[src/sv/bhd_pkg.sv]
// Shared types, constants and the popcount function for the bit-plane Hamming distance unit.
package bhd_pkg;

  localparam int MAX_WORD_BITS = 64;
  localparam int MAX_PLANES    = 4;
  localparam int POP_W         = $clog2(MAX_WORD_BITS + 1);
  localparam int LIMIT_W       = 10;
  localparam int DIST_W        = 11;
  localparam int PLN_W         = 3;
  localparam int CFG_IDX_W     = 2;
  localparam int CFG_DATA_W    = 10;
  localparam int QDEPTH        = 2;

  localparam logic [LIMIT_W-1:0] LIMIT_RST   = 10'd2;
  localparam logic               CNT_UNK_RST = 1'b1;
  localparam logic [PLN_W-1:0]   PLANES_RST  = 3'd2;

  typedef enum logic [CFG_IDX_W-1:0] {
    REG_DISTANCE_LIMIT = 2'd0,
    REG_COUNT_UNKNOWN  = 2'd1,
    REG_PLANES_USED    = 2'd2
  } cfg_reg_t;

  // one classified word: per-position mismatch and matched-unknown masks
  typedef struct packed {
    logic [MAX_WORD_BITS-1:0] diff;
    logic [MAX_WORD_BITS-1:0] unk;
    logic                     last;
  } word_cls_t;

  // balanced adder tree, log2(MAX_WORD_BITS) levels deep
  function automatic logic [POP_W-1:0] popcnt(input logic [MAX_WORD_BITS-1:0] v);
    logic [POP_W-1:0] lvl [MAX_WORD_BITS];
    for (int i = 0; i < MAX_WORD_BITS; i++) begin
      lvl[i] = POP_W'(v[i]);
    end
    for (int w = MAX_WORD_BITS >> 1; w >= 1; w = w >> 1) begin
      for (int i = 0; i < w; i++) begin
        lvl[i] = lvl[2*i] + lvl[2*i+1];
      end
    end
    return lvl[0];
  endfunction

endpackage

[src/sv/bhd_front.sv]
// Front end: accepts plane words, builds mismatch/unknown masks, queues them for the back end.
module bhd_front import bhd_pkg::*; #(
  parameter int WORD_BITS = MAX_WORD_BITS,
  parameter int PLANES    = MAX_PLANES
) (
  input  logic                     clk,
  input  logic                     rst_n,
  input  logic                     in_valid,
  output logic                     in_ready,
  input  logic [MAX_WORD_BITS-1:0] a_plane [MAX_PLANES],
  input  logic [MAX_WORD_BITS-1:0] b_plane [MAX_PLANES],
  input  logic                     last_word,
  input  logic [PLN_W-1:0]         planes_used,
  output logic                     q_valid,
  output word_cls_t                q_data,
  input  logic                     q_pop
);

  localparam int QPTR_W = (QDEPTH > 1) ? $clog2(QDEPTH) : 1;
  localparam int QCNT_W = $clog2(QDEPTH + 1);
  localparam logic [MAX_WORD_BITS-1:0] WORD_MASK = {MAX_WORD_BITS{1'b1}} >>
                                                   (MAX_WORD_BITS - WORD_BITS);

  word_cls_t         mem_r [QDEPTH];
  logic [QPTR_W-1:0] wr_ptr_r, wr_ptr_nxt;
  logic [QPTR_W-1:0] rd_ptr_r, rd_ptr_nxt;
  logic [QCNT_W-1:0] cnt_r, cnt_nxt;
  logic [PLN_W-1:0]  np;
  word_cls_t         cls;
  logic              push;

  // plane count clamped to 1..PLANES
  always_comb begin
    if (planes_used == '0) begin
      np = PLN_W'(1);
    end else if (planes_used > PLN_W'(PLANES)) begin
      np = PLN_W'(PLANES);
    end else begin
      np = planes_used;
    end
  end

  always_comb begin
    cls.diff = '0;
    cls.unk  = WORD_MASK;
    cls.last = last_word;
    for (int p = 0; p < PLANES; p++) begin
      if (PLN_W'(p) < np) begin
        cls.diff = cls.diff | ((a_plane[p] ^ b_plane[p]) & WORD_MASK);
        cls.unk  = cls.unk & a_plane[p] & b_plane[p];
      end
    end
  end

  assign in_ready = (cnt_r != QCNT_W'(QDEPTH));
  assign push     = in_valid && in_ready;
  assign q_valid  = (cnt_r != '0);
  assign q_data   = mem_r[rd_ptr_r];

  always_comb begin
    wr_ptr_nxt = wr_ptr_r;
    rd_ptr_nxt = rd_ptr_r;
    cnt_nxt    = cnt_r;
    if (push) begin
      wr_ptr_nxt = (wr_ptr_r == QPTR_W'(QDEPTH - 1)) ? '0 : wr_ptr_r + 1'b1;
    end
    if (q_pop) begin
      rd_ptr_nxt = (rd_ptr_r == QPTR_W'(QDEPTH - 1)) ? '0 : rd_ptr_r + 1'b1;
    end
    if (push && !q_pop) begin
      cnt_nxt = cnt_r + 1'b1;
    end else if (!push && q_pop) begin
      cnt_nxt = cnt_r - 1'b1;
    end
  end

  always_ff @(posedge clk) begin
    if (!rst_n) begin
      wr_ptr_r <= '0;
      rd_ptr_r <= '0;
      cnt_r    <= '0;
    end else begin
      wr_ptr_r <= wr_ptr_nxt;
      rd_ptr_r <= rd_ptr_nxt;
      cnt_r    <= cnt_nxt;
    end
  end

  always_ff @(posedge clk) begin
    if (push) begin
      mem_r[wr_ptr_r] <= cls;
    end
  end

endmodule

[src/sv/bhd_back.sv]
// Back end: popcounts queued masks, keeps the saturating count, registers the result.
module bhd_back import bhd_pkg::*; (
  input  logic               clk,
  input  logic               rst_n,
  input  logic               q_valid,
  input  word_cls_t          q_data,
  output logic               q_pop,
  input  logic [LIMIT_W-1:0] distance_limit,
  input  logic               count_unknown,
  output logic               out_valid,
  input  logic               out_ready,
  output logic [DIST_W-1:0]  out_distance,
  output logic               out_within_limit
);

  localparam int SUM_W = DIST_W + 1;

  logic [DIST_W-1:0] run_r, run_nxt;
  logic              out_valid_r;
  logic [DIST_W-1:0] dist_r;
  logic              within_r;
  logic [DIST_W-1:0] sat;
  logic [SUM_W-1:0]  sum;
  logic [POP_W-1:0]  pc_diff;
  logic [POP_W-1:0]  pc_unk;

  assign q_pop   = q_valid && (!out_valid_r || out_ready);
  assign sat     = DIST_W'(distance_limit) + 1'b1;
  assign pc_diff = popcnt(q_data.diff);
  assign pc_unk  = count_unknown ? popcnt(q_data.unk) : '0;

  always_comb begin
    sum = SUM_W'(run_r) + SUM_W'(pc_diff) + SUM_W'(pc_unk);
    if (sum > SUM_W'(sat)) begin
      run_nxt = sat;
    end else begin
      run_nxt = sum[DIST_W-1:0];
    end
  end

  always_ff @(posedge clk) begin
    if (!rst_n) begin
      run_r       <= '0;
      out_valid_r <= 1'b0;
    end else begin
      if (out_valid_r && out_ready) begin
        out_valid_r <= 1'b0;
      end
      if (q_pop) begin
        if (q_data.last) begin
          run_r       <= '0;
          out_valid_r <= 1'b1;
        end else begin
          run_r <= run_nxt;
        end
      end
    end
  end

  always_ff @(posedge clk) begin
    if (q_pop && q_data.last) begin
      dist_r   <= run_nxt;
      within_r <= (run_nxt <= DIST_W'(distance_limit));
    end
  end

  assign out_valid        = out_valid_r;
  assign out_distance     = dist_r;
  assign out_within_limit = within_r;

endmodule

[src/sv/bitplane_hamming_distance_unit.sv]
// Top level of the bit-plane Hamming distance unit: config registers, front and back ends.
// Usage:
//   Input channel (in_valid/in_ready): one word per transfer holding WORD_BITS positions
//   of every plane of sequences A and B, plus in_last_word on the final word of a pair.
//   Output channel (out_valid/out_ready): one result per pair, out_distance saturated at
//   distance_limit + 1, and out_within_limit.
//   Config channel (cfg_valid/cfg_ready, always ready): cfg_index selects distance_limit,
//   count_unknown or planes_used; write only while no pair is in flight.
// Timing:
//   Throughput is one word per cycle while no result waits on out_ready, set by the
//   combinational popcount and registered accumulate in the back end. A pair's last word
//   is written to the queue, popped into the back end, and its result registered there.
// Reset:
//   Synchronous active-low rst_n clears the queue, the running count and the output
//   valid flag, and loads limit 2, count_unknown 1, planes_used 2.
// Stalls:
//   While out_ready is low with a result held, the back end stops popping; the queue
//   fills and in_ready drops once both entries are taken.
module bitplane_hamming_distance_unit import bhd_pkg::*; #(
  parameter int WORD_BITS = MAX_WORD_BITS,
  parameter int PLANES    = MAX_PLANES
) (
  input  logic                     clk,
  input  logic                     rst_n,
  input  logic                     in_valid,
  output logic                     in_ready,
  input  logic [MAX_WORD_BITS-1:0] in_a_plane0,
  input  logic [MAX_WORD_BITS-1:0] in_a_plane1,
  input  logic [MAX_WORD_BITS-1:0] in_a_plane2,
  input  logic [MAX_WORD_BITS-1:0] in_a_plane3,
  input  logic [MAX_WORD_BITS-1:0] in_b_plane0,
  input  logic [MAX_WORD_BITS-1:0] in_b_plane1,
  input  logic [MAX_WORD_BITS-1:0] in_b_plane2,
  input  logic [MAX_WORD_BITS-1:0] in_b_plane3,
  input  logic                     in_last_word,
  output logic                     out_valid,
  input  logic                     out_ready,
  output logic [DIST_W-1:0]        out_distance,
  output logic                     out_within_limit,
  input  logic                     cfg_valid,
  output logic                     cfg_ready,
  input  logic [CFG_IDX_W-1:0]     cfg_index,
  input  logic [CFG_DATA_W-1:0]    cfg_data
);

  logic [LIMIT_W-1:0]       limit_r;
  logic                     cnt_unk_r;
  logic [PLN_W-1:0]         planes_r;
  logic [MAX_WORD_BITS-1:0] a_plane [MAX_PLANES];
  logic [MAX_WORD_BITS-1:0] b_plane [MAX_PLANES];
  logic                     q_valid;
  logic                     q_pop;
  word_cls_t                q_data;

  assign cfg_ready = 1'b1;

  always_ff @(posedge clk) begin
    if (!rst_n) begin
      limit_r   <= LIMIT_RST;
      cnt_unk_r <= CNT_UNK_RST;
      planes_r  <= PLANES_RST;
    end else if (cfg_valid) begin
      case (cfg_index)
        REG_DISTANCE_LIMIT: limit_r   <= cfg_data[LIMIT_W-1:0];
        REG_COUNT_UNKNOWN:  cnt_unk_r <= cfg_data[0];
        REG_PLANES_USED:    planes_r  <= cfg_data[PLN_W-1:0];
        default: ;
      endcase
    end
  end

  assign a_plane[0] = in_a_plane0;
  assign a_plane[1] = in_a_plane1;
  assign a_plane[2] = in_a_plane2;
  assign a_plane[3] = in_a_plane3;
  assign b_plane[0] = in_b_plane0;
  assign b_plane[1] = in_b_plane1;
  assign b_plane[2] = in_b_plane2;
  assign b_plane[3] = in_b_plane3;

  bhd_front #(
    .WORD_BITS (WORD_BITS),
    .PLANES    (PLANES)
  ) u_front (
    .clk         (clk),
    .rst_n       (rst_n),
    .in_valid    (in_valid),
    .in_ready    (in_ready),
    .a_plane     (a_plane),
    .b_plane     (b_plane),
    .last_word   (in_last_word),
    .planes_used (planes_r),
    .q_valid     (q_valid),
    .q_data      (q_data),
    .q_pop       (q_pop)
  );

  bhd_back u_back (
    .clk              (clk),
    .rst_n            (rst_n),
    .q_valid          (q_valid),
    .q_data           (q_data),
    .q_pop            (q_pop),
    .distance_limit   (limit_r),
    .count_unknown    (cnt_unk_r),
    .out_valid        (out_valid),
    .out_ready        (out_ready),
    .out_distance     (out_distance),
    .out_within_limit (out_within_limit)
  );

endmodule

[config.mk]
export PLATFORM = sky130hd
export DESIGN_NAME = bitplane_hamming_distance_unit
export DESIGN_NICKNAME = d
export VERILOG_FILES = /design/src/sv/bhd_pkg.sv /design/src/sv/bhd_front.sv /design/src/sv/bhd_back.sv /design/src/sv/bitplane_hamming_distance_unit.sv
export SDC_FILE = /design/constraint.sdc
export NUM_CORES = 1
export LEC_CHECK = 0
export BUFFER_PORTS_ARGS = -buffer_cell sky130_fd_sc_hd__buf_4
export CAP_MARGIN = 5
export CORE_AREA = 2 2 211 213
export DETAILED_ROUTE_END_ITERATION = 8
export DIE_AREA = 0 0 213 215
export GPL_TIMING_DRIVEN = 0
export PLACE_DENSITY = 0.77
export SKIP_LAST_GASP = 1
export SYNTH_ARGS = -nofsm -noshare
export SYNTH_HDL_FRONTEND = slang
export SYNTH_SLANG_ARGS = --single-unit
export TNS_END_PERCENT = 100
[constraint.sdc]
create_clock -name clk -period 13.45 [get_ports clk]
set_input_delay 0.6725 -clock clk [delete_from_list [all_inputs] [get_ports clk]]
set_output_delay 0.6725 -clock clk [all_outputs]
set_load 0.1 [all_outputs]
==> run_summary.xml <==
<?xml version="1.0" encoding="UTF-8"?>
<metrics>
  <group name="status">
    <metric name="outcome" unit="">complete, no violations</metric>
  </group>
  <group name="sta">
    <metric name="hold_slack_final" unit="ns">0.3460</metric>
    <metric name="fmax" unit="MHz">80.42</metric>
    <metric name="setup_tns" unit="ns">0</metric>
    <metric name="post_layout_min_period" unit="ns">12.43</metric>
    <metric name="timing.final.crit_share" unit="%">92.45</metric>
    <metric name="worst_pin_slew" unit="ns">1.231</metric>
    <metric name="setup-violations-final" unit="">0</metric>
    <metric name="grt_setup_unrepaired" unit="">false</metric>
    <metric name="hold_violations" unit="">0</metric>
    <metric name="worst_slew_margin_rel" unit="%">17.93</metric>
    <metric name="skew" unit="ns">0.01784</metric>
    <metric name="final_max_slew_viol_count" unit="">0</metric>
  </group>
  <group name="cts">
    <metric name="clock_tree.root_cell" unit="">sky130_fd_sc_hd__clkbuf_16</metric>
    <metric name="clkSinkCount" unit="">301</metric>
    <metric name="clk_pin_slew" unit="ns">0.06</metric>
    <metric name="post_cts_buffers" unit="">0</metric>
    <metric name="cts_max_path_buffers" unit="">3</metric>
    <metric name="clock_tree.htree_level_count" unit="">2</metric>
    <metric name="clock_latency" unit="ns">0.53</metric>
    <metric name="hold_buffers" unit="">0</metric>
    <metric name="post_cts_resized" unit="">0</metric>
    <metric name="number_of_buffers_inserted_during_clock_tree_synthesis" unit="">36</metric>
    <metric name="tritoncts" unit="">yes</metric>
  </group>
  <group name="floorplan">
    <metric name="row_count" unit="">77</metric>
    <metric name="floorplan.io_pins" unit="">545</metric>
    <metric name="initial_core_utilization" unit="%">51.19</metric>
    <metric name="fp.dieArea" unit="um^2">45800</metric>
    <metric name="die_height" unit="um">215</metric>
    <metric name="placeableCoreArea" unit="um^2">43640</metric>
    <metric name="die-width" unit="um">213</metric>
  </group>
  <group name="drt">
    <metric name="drt_initial_violations" unit="">989</metric>
    <metric name="wirelength" unit="mm">66.67</metric>
    <metric name="routedWlPerCell" unit="um">20.88</metric>
    <metric name="count_of_nets_left_with_antenna_violations_after_detail_routing" unit="">0</metric>
    <metric name="viasPerCell" unit="">5.524</metric>
    <metric name="num_vias" unit="">17640</metric>
    <metric name="drt-pass1-iter-count" unit="">5</metric>
    <metric name="drt_drc" unit="">0</metric>
  </group>
  <group name="flow_run">
    <metric name="max_cap_violations" unit="">0</metric>
  </group>
  <group name="place">
    <metric name="globalplace.congestion" unit="">0.9083</metric>
    <metric name="io_buffers" unit="">543</metric>
    <metric name="detailedPlacementHpwl" unit="mm">54.75</metric>
  </group>
  <group name="setup_path">
    <metric name="path_max_fanout" unit="">10</metric>
    <metric name="worst-r2r-cell-count" unit="">46</metric>
    <metric name="timing.critical_path.arrival" unit="ns">12.81</metric>
    <metric name="crit_path_end_kind" unit="">register</metric>
    <metric name="r2r_slack" unit="ns">1.02</metric>
    <metric name="worstSetupEndpoint" unit="">u_back.out_within_limit</metric>
    <metric name="critical_path.reg2reg.endpoint" unit="">u_back.out_within_limit</metric>
    <metric name="cell_with_the_biggest_individual_delay_on_the_critical_path" unit="">sky130_fd_sc_hd__buf_1</metric>
    <metric name="worstSetupPathType" unit="">register to register</metric>
    <metric name="timing.critical_path.slowest_cell_delay" unit="ns">0.75</metric>
    <metric name="start_kind" unit="">register</metric>
    <metric name="crit_required" unit="ns">13.83</metric>
  </group>
  <group name="logic_synthesis">
    <metric name="synth_seq_area_share" unit="%">39.07</metric>
    <metric name="avgSynthCellArea" unit="um^2">11.25</metric>
    <metric name="synth.net_count" unit="">2824</metric>
    <metric name="yosysUniqueCellTypes" unit="">48</metric>
    <metric name="synth_cells" unit="">1986</metric>
    <metric name="syn_area" unit="um^2">22340</metric>
    <metric name="yosys_register_bits" unit="">301</metric>
    <metric name="synth-warning-count" unit="">0</metric>
  </group>
  <group name="global_route">
    <metric name="number_of_global_route_vias_before_repair" unit="">18760</metric>
    <metric name="antenna_found_initial" unit="">0</metric>
    <metric name="global_route_overflow" unit="">0</metric>
    <metric name="global_route_wire_length_before_repair" unit="mm">100.7</metric>
    <metric name="grt_max_degree" unit="">54</metric>
    <metric name="grt.total_usage" unit="%">28.88</metric>
  </group>
  <group name="finish">
    <metric name="insertedDiodeCount" unit="">0</metric>
    <metric name="drive_above_1_share" unit="%">28.53</metric>
    <metric name="syn2layout_area_growth" unit="%">27.41</metric>
    <metric name="nets" unit="">3411</metric>
  </group>
  <group name="worst_hold_path">
    <metric name="hp-class" unit="">primary input to register</metric>
  </group>
</metrics>
metal layers:
metal  track usage, %  part of all wire (%)
met5                0                     0
met4            7.413                   2.3
met3            3.800                   5.3
met2            53.43                    53
met1            35.11                    40
flip-flops by register name (all words and copies together) (netlist names), named ones only:
register	count
u_front.mem_r	258
u_back.out_distance	11
u_back.run_r	11
limit_r	10
planes_r	3
u_front.cnt_r	2
cnt_unk_r	1
u_back.out_valid	1
u_back.out_within_limit	1
u_front.rd_ptr_r	1
u_front.wr_ptr_r	1
cell usage after synthesis, drive strengths merged:
cell type  instances  area (um^2)
o211ai            70        525.5
mux2i              5        50.05
a22oi              1        7.510
o21bai             3        22.52
a21boi             1        7.510
a21oi            217         1086
conb               1        3.750
or3                5        36.28
inv              250        938.4
mux2             128         1441
a211oi             1        12.51
nand4              6        37.54
nand2b             3        18.77
ha               180         2252
o221a              1        11.26
a32o               8        80.08
nand2             83        311.6
xnor2             83        727.0
o31a               1        8.760
o2111a             1        11.26
clkbuf            49        183.9
nand3b             2        15.01
nand3             19        95.09
nor3               3        15.01
o311ai             1        8.760
o21ai             82        410.4
a41oi             64        560.5
dfxtp             31        620.6
and2              14        87.58
and3               8        55.05
nor2b             16        100.1
o21a               6        45.04
nor3b             65        488.0
a211o              1        8.760
o32ai              1        8.760
a32oi              1        8.760
edfxtp           270         8108
fa               128         2562
o221ai             1        8.760
xor2             134         1174
a21o               6        45.04
buf               18        76.33
nor2              18        67.56
cells by family (layout without fill, tap and decap cells):
group | after synthesis | count (layout) | share of synthesized area, %
AO/OA/AOI/OAI | 467 | 467 | 12.88
buffers and inverters | 317 | 932 | 5.365
adder cells (fa/ha/maj) | 308 | 308 | 21.55
flip-flops | 301 | 301 | 39.07
AND/OR/NAND/NOR | 242 | 242 | 5.942
XOR/XNOR | 217 | 217 | 8.507
multiplexers | 133 | 133 | 6.675
other | 1 | 1 | 0.01678
per-stage QoR:
stage / utilization [%] / worst slack (ns) / cells / instance area (um^2)
floorplan: - / 3.012 / 1986 / 22340
global placement: 62.23 / 1.165 / 3121 / 27160
detailed placement: 62.55 / 1.091 / 3127 / 27300
CTS: 65.23 / 1.041 / 3193 / 28470
global route: 65.23 / 0.4261 / 3193 / 28470
finish: 65.23 / 1.016 / 3193 / 28470
layout by cell type, fill, tap and decap left out, drive strengths merged, types with 2 or more instances in the layout:
cell type | synthesis | routed
and3 | 8 | 8
nor2b | 16 | 16
fa | 128 | 128
a21oi | 217 | 217
clkbuf | 49 | 95
clkinv | 0 | 12
nand3 | 19 | 19
nand2 | 83 | 83
o211ai | 70 | 70
o21ai | 82 | 82
nand2b | 3 | 3
and2 | 14 | 14
nand4 | 6 | 6
inv | 250 | 253
xnor2 | 83 | 83
edfxtp | 270 | 270
o21bai | 3 | 3
nor2 | 18 | 18
mux2i | 5 | 5
or3 | 5 | 5
clkinvlp | 0 | 2
o21a | 6 | 6
ha | 180 | 180
a41oi | 64 | 64
a21o | 6 | 6
nand3b | 2 | 2
xor2 | 134 | 134
dfxtp | 31 | 31
nor3b | 65 | 65
bufinv | 0 | 3
buf | 18 | 567
mux2 | 128 | 128
nor3 | 3 | 3
a32o | 8 | 8
final cells by class:
class / instances / area (um^2)
buffer: 67 / 260.3
multi-input combinational: 1368 / 12430
fill: 3465 / 15180
clock inverter: 20 / 197.7
sequential: 301 / 8728
inverter: 250 / 938.4
timing repair buffer: 549 / 4204
tap: 592 / 740.7
clock buffer: 46 / 969.7
critical path, delay by kind of cell (launching register included):
family / cells / cell delay (ns)
AO/OA/AOI/OAI: 13 / 2.54
XOR/XNOR: 2 / 0.47
adder cells (fa/ha/maj): 14 / 5.66
buffers and inverters: 12 / 2.30
flip-flops: 1 / 0.43
multiplexers: 1 / 0.43
AND/OR/NAND/NOR: 4 / 0.43
how the worst min path moves through the flow:
stage                          startpoint  cells after the start                   to
after floorplan           u_back.run_r[0]                      1      u_back.run_r[0]
after global placement    u_back.run_r[3]                      1      u_back.run_r[3]
after detailed placement  u_back.run_r[3]                      1      u_back.run_r[3]
after CTS                    in_last_word                      1  u_front.mem_r[1][0]
after global routing         in_last_word                      1  u_front.mem_r[0][0]
final                        in_last_word                      1  u_front.mem_r[1][0]
Power is left out: the tool's default activity adds up to more than one toggle a clock period on the data nets, which glitch-free logic cannot reach.
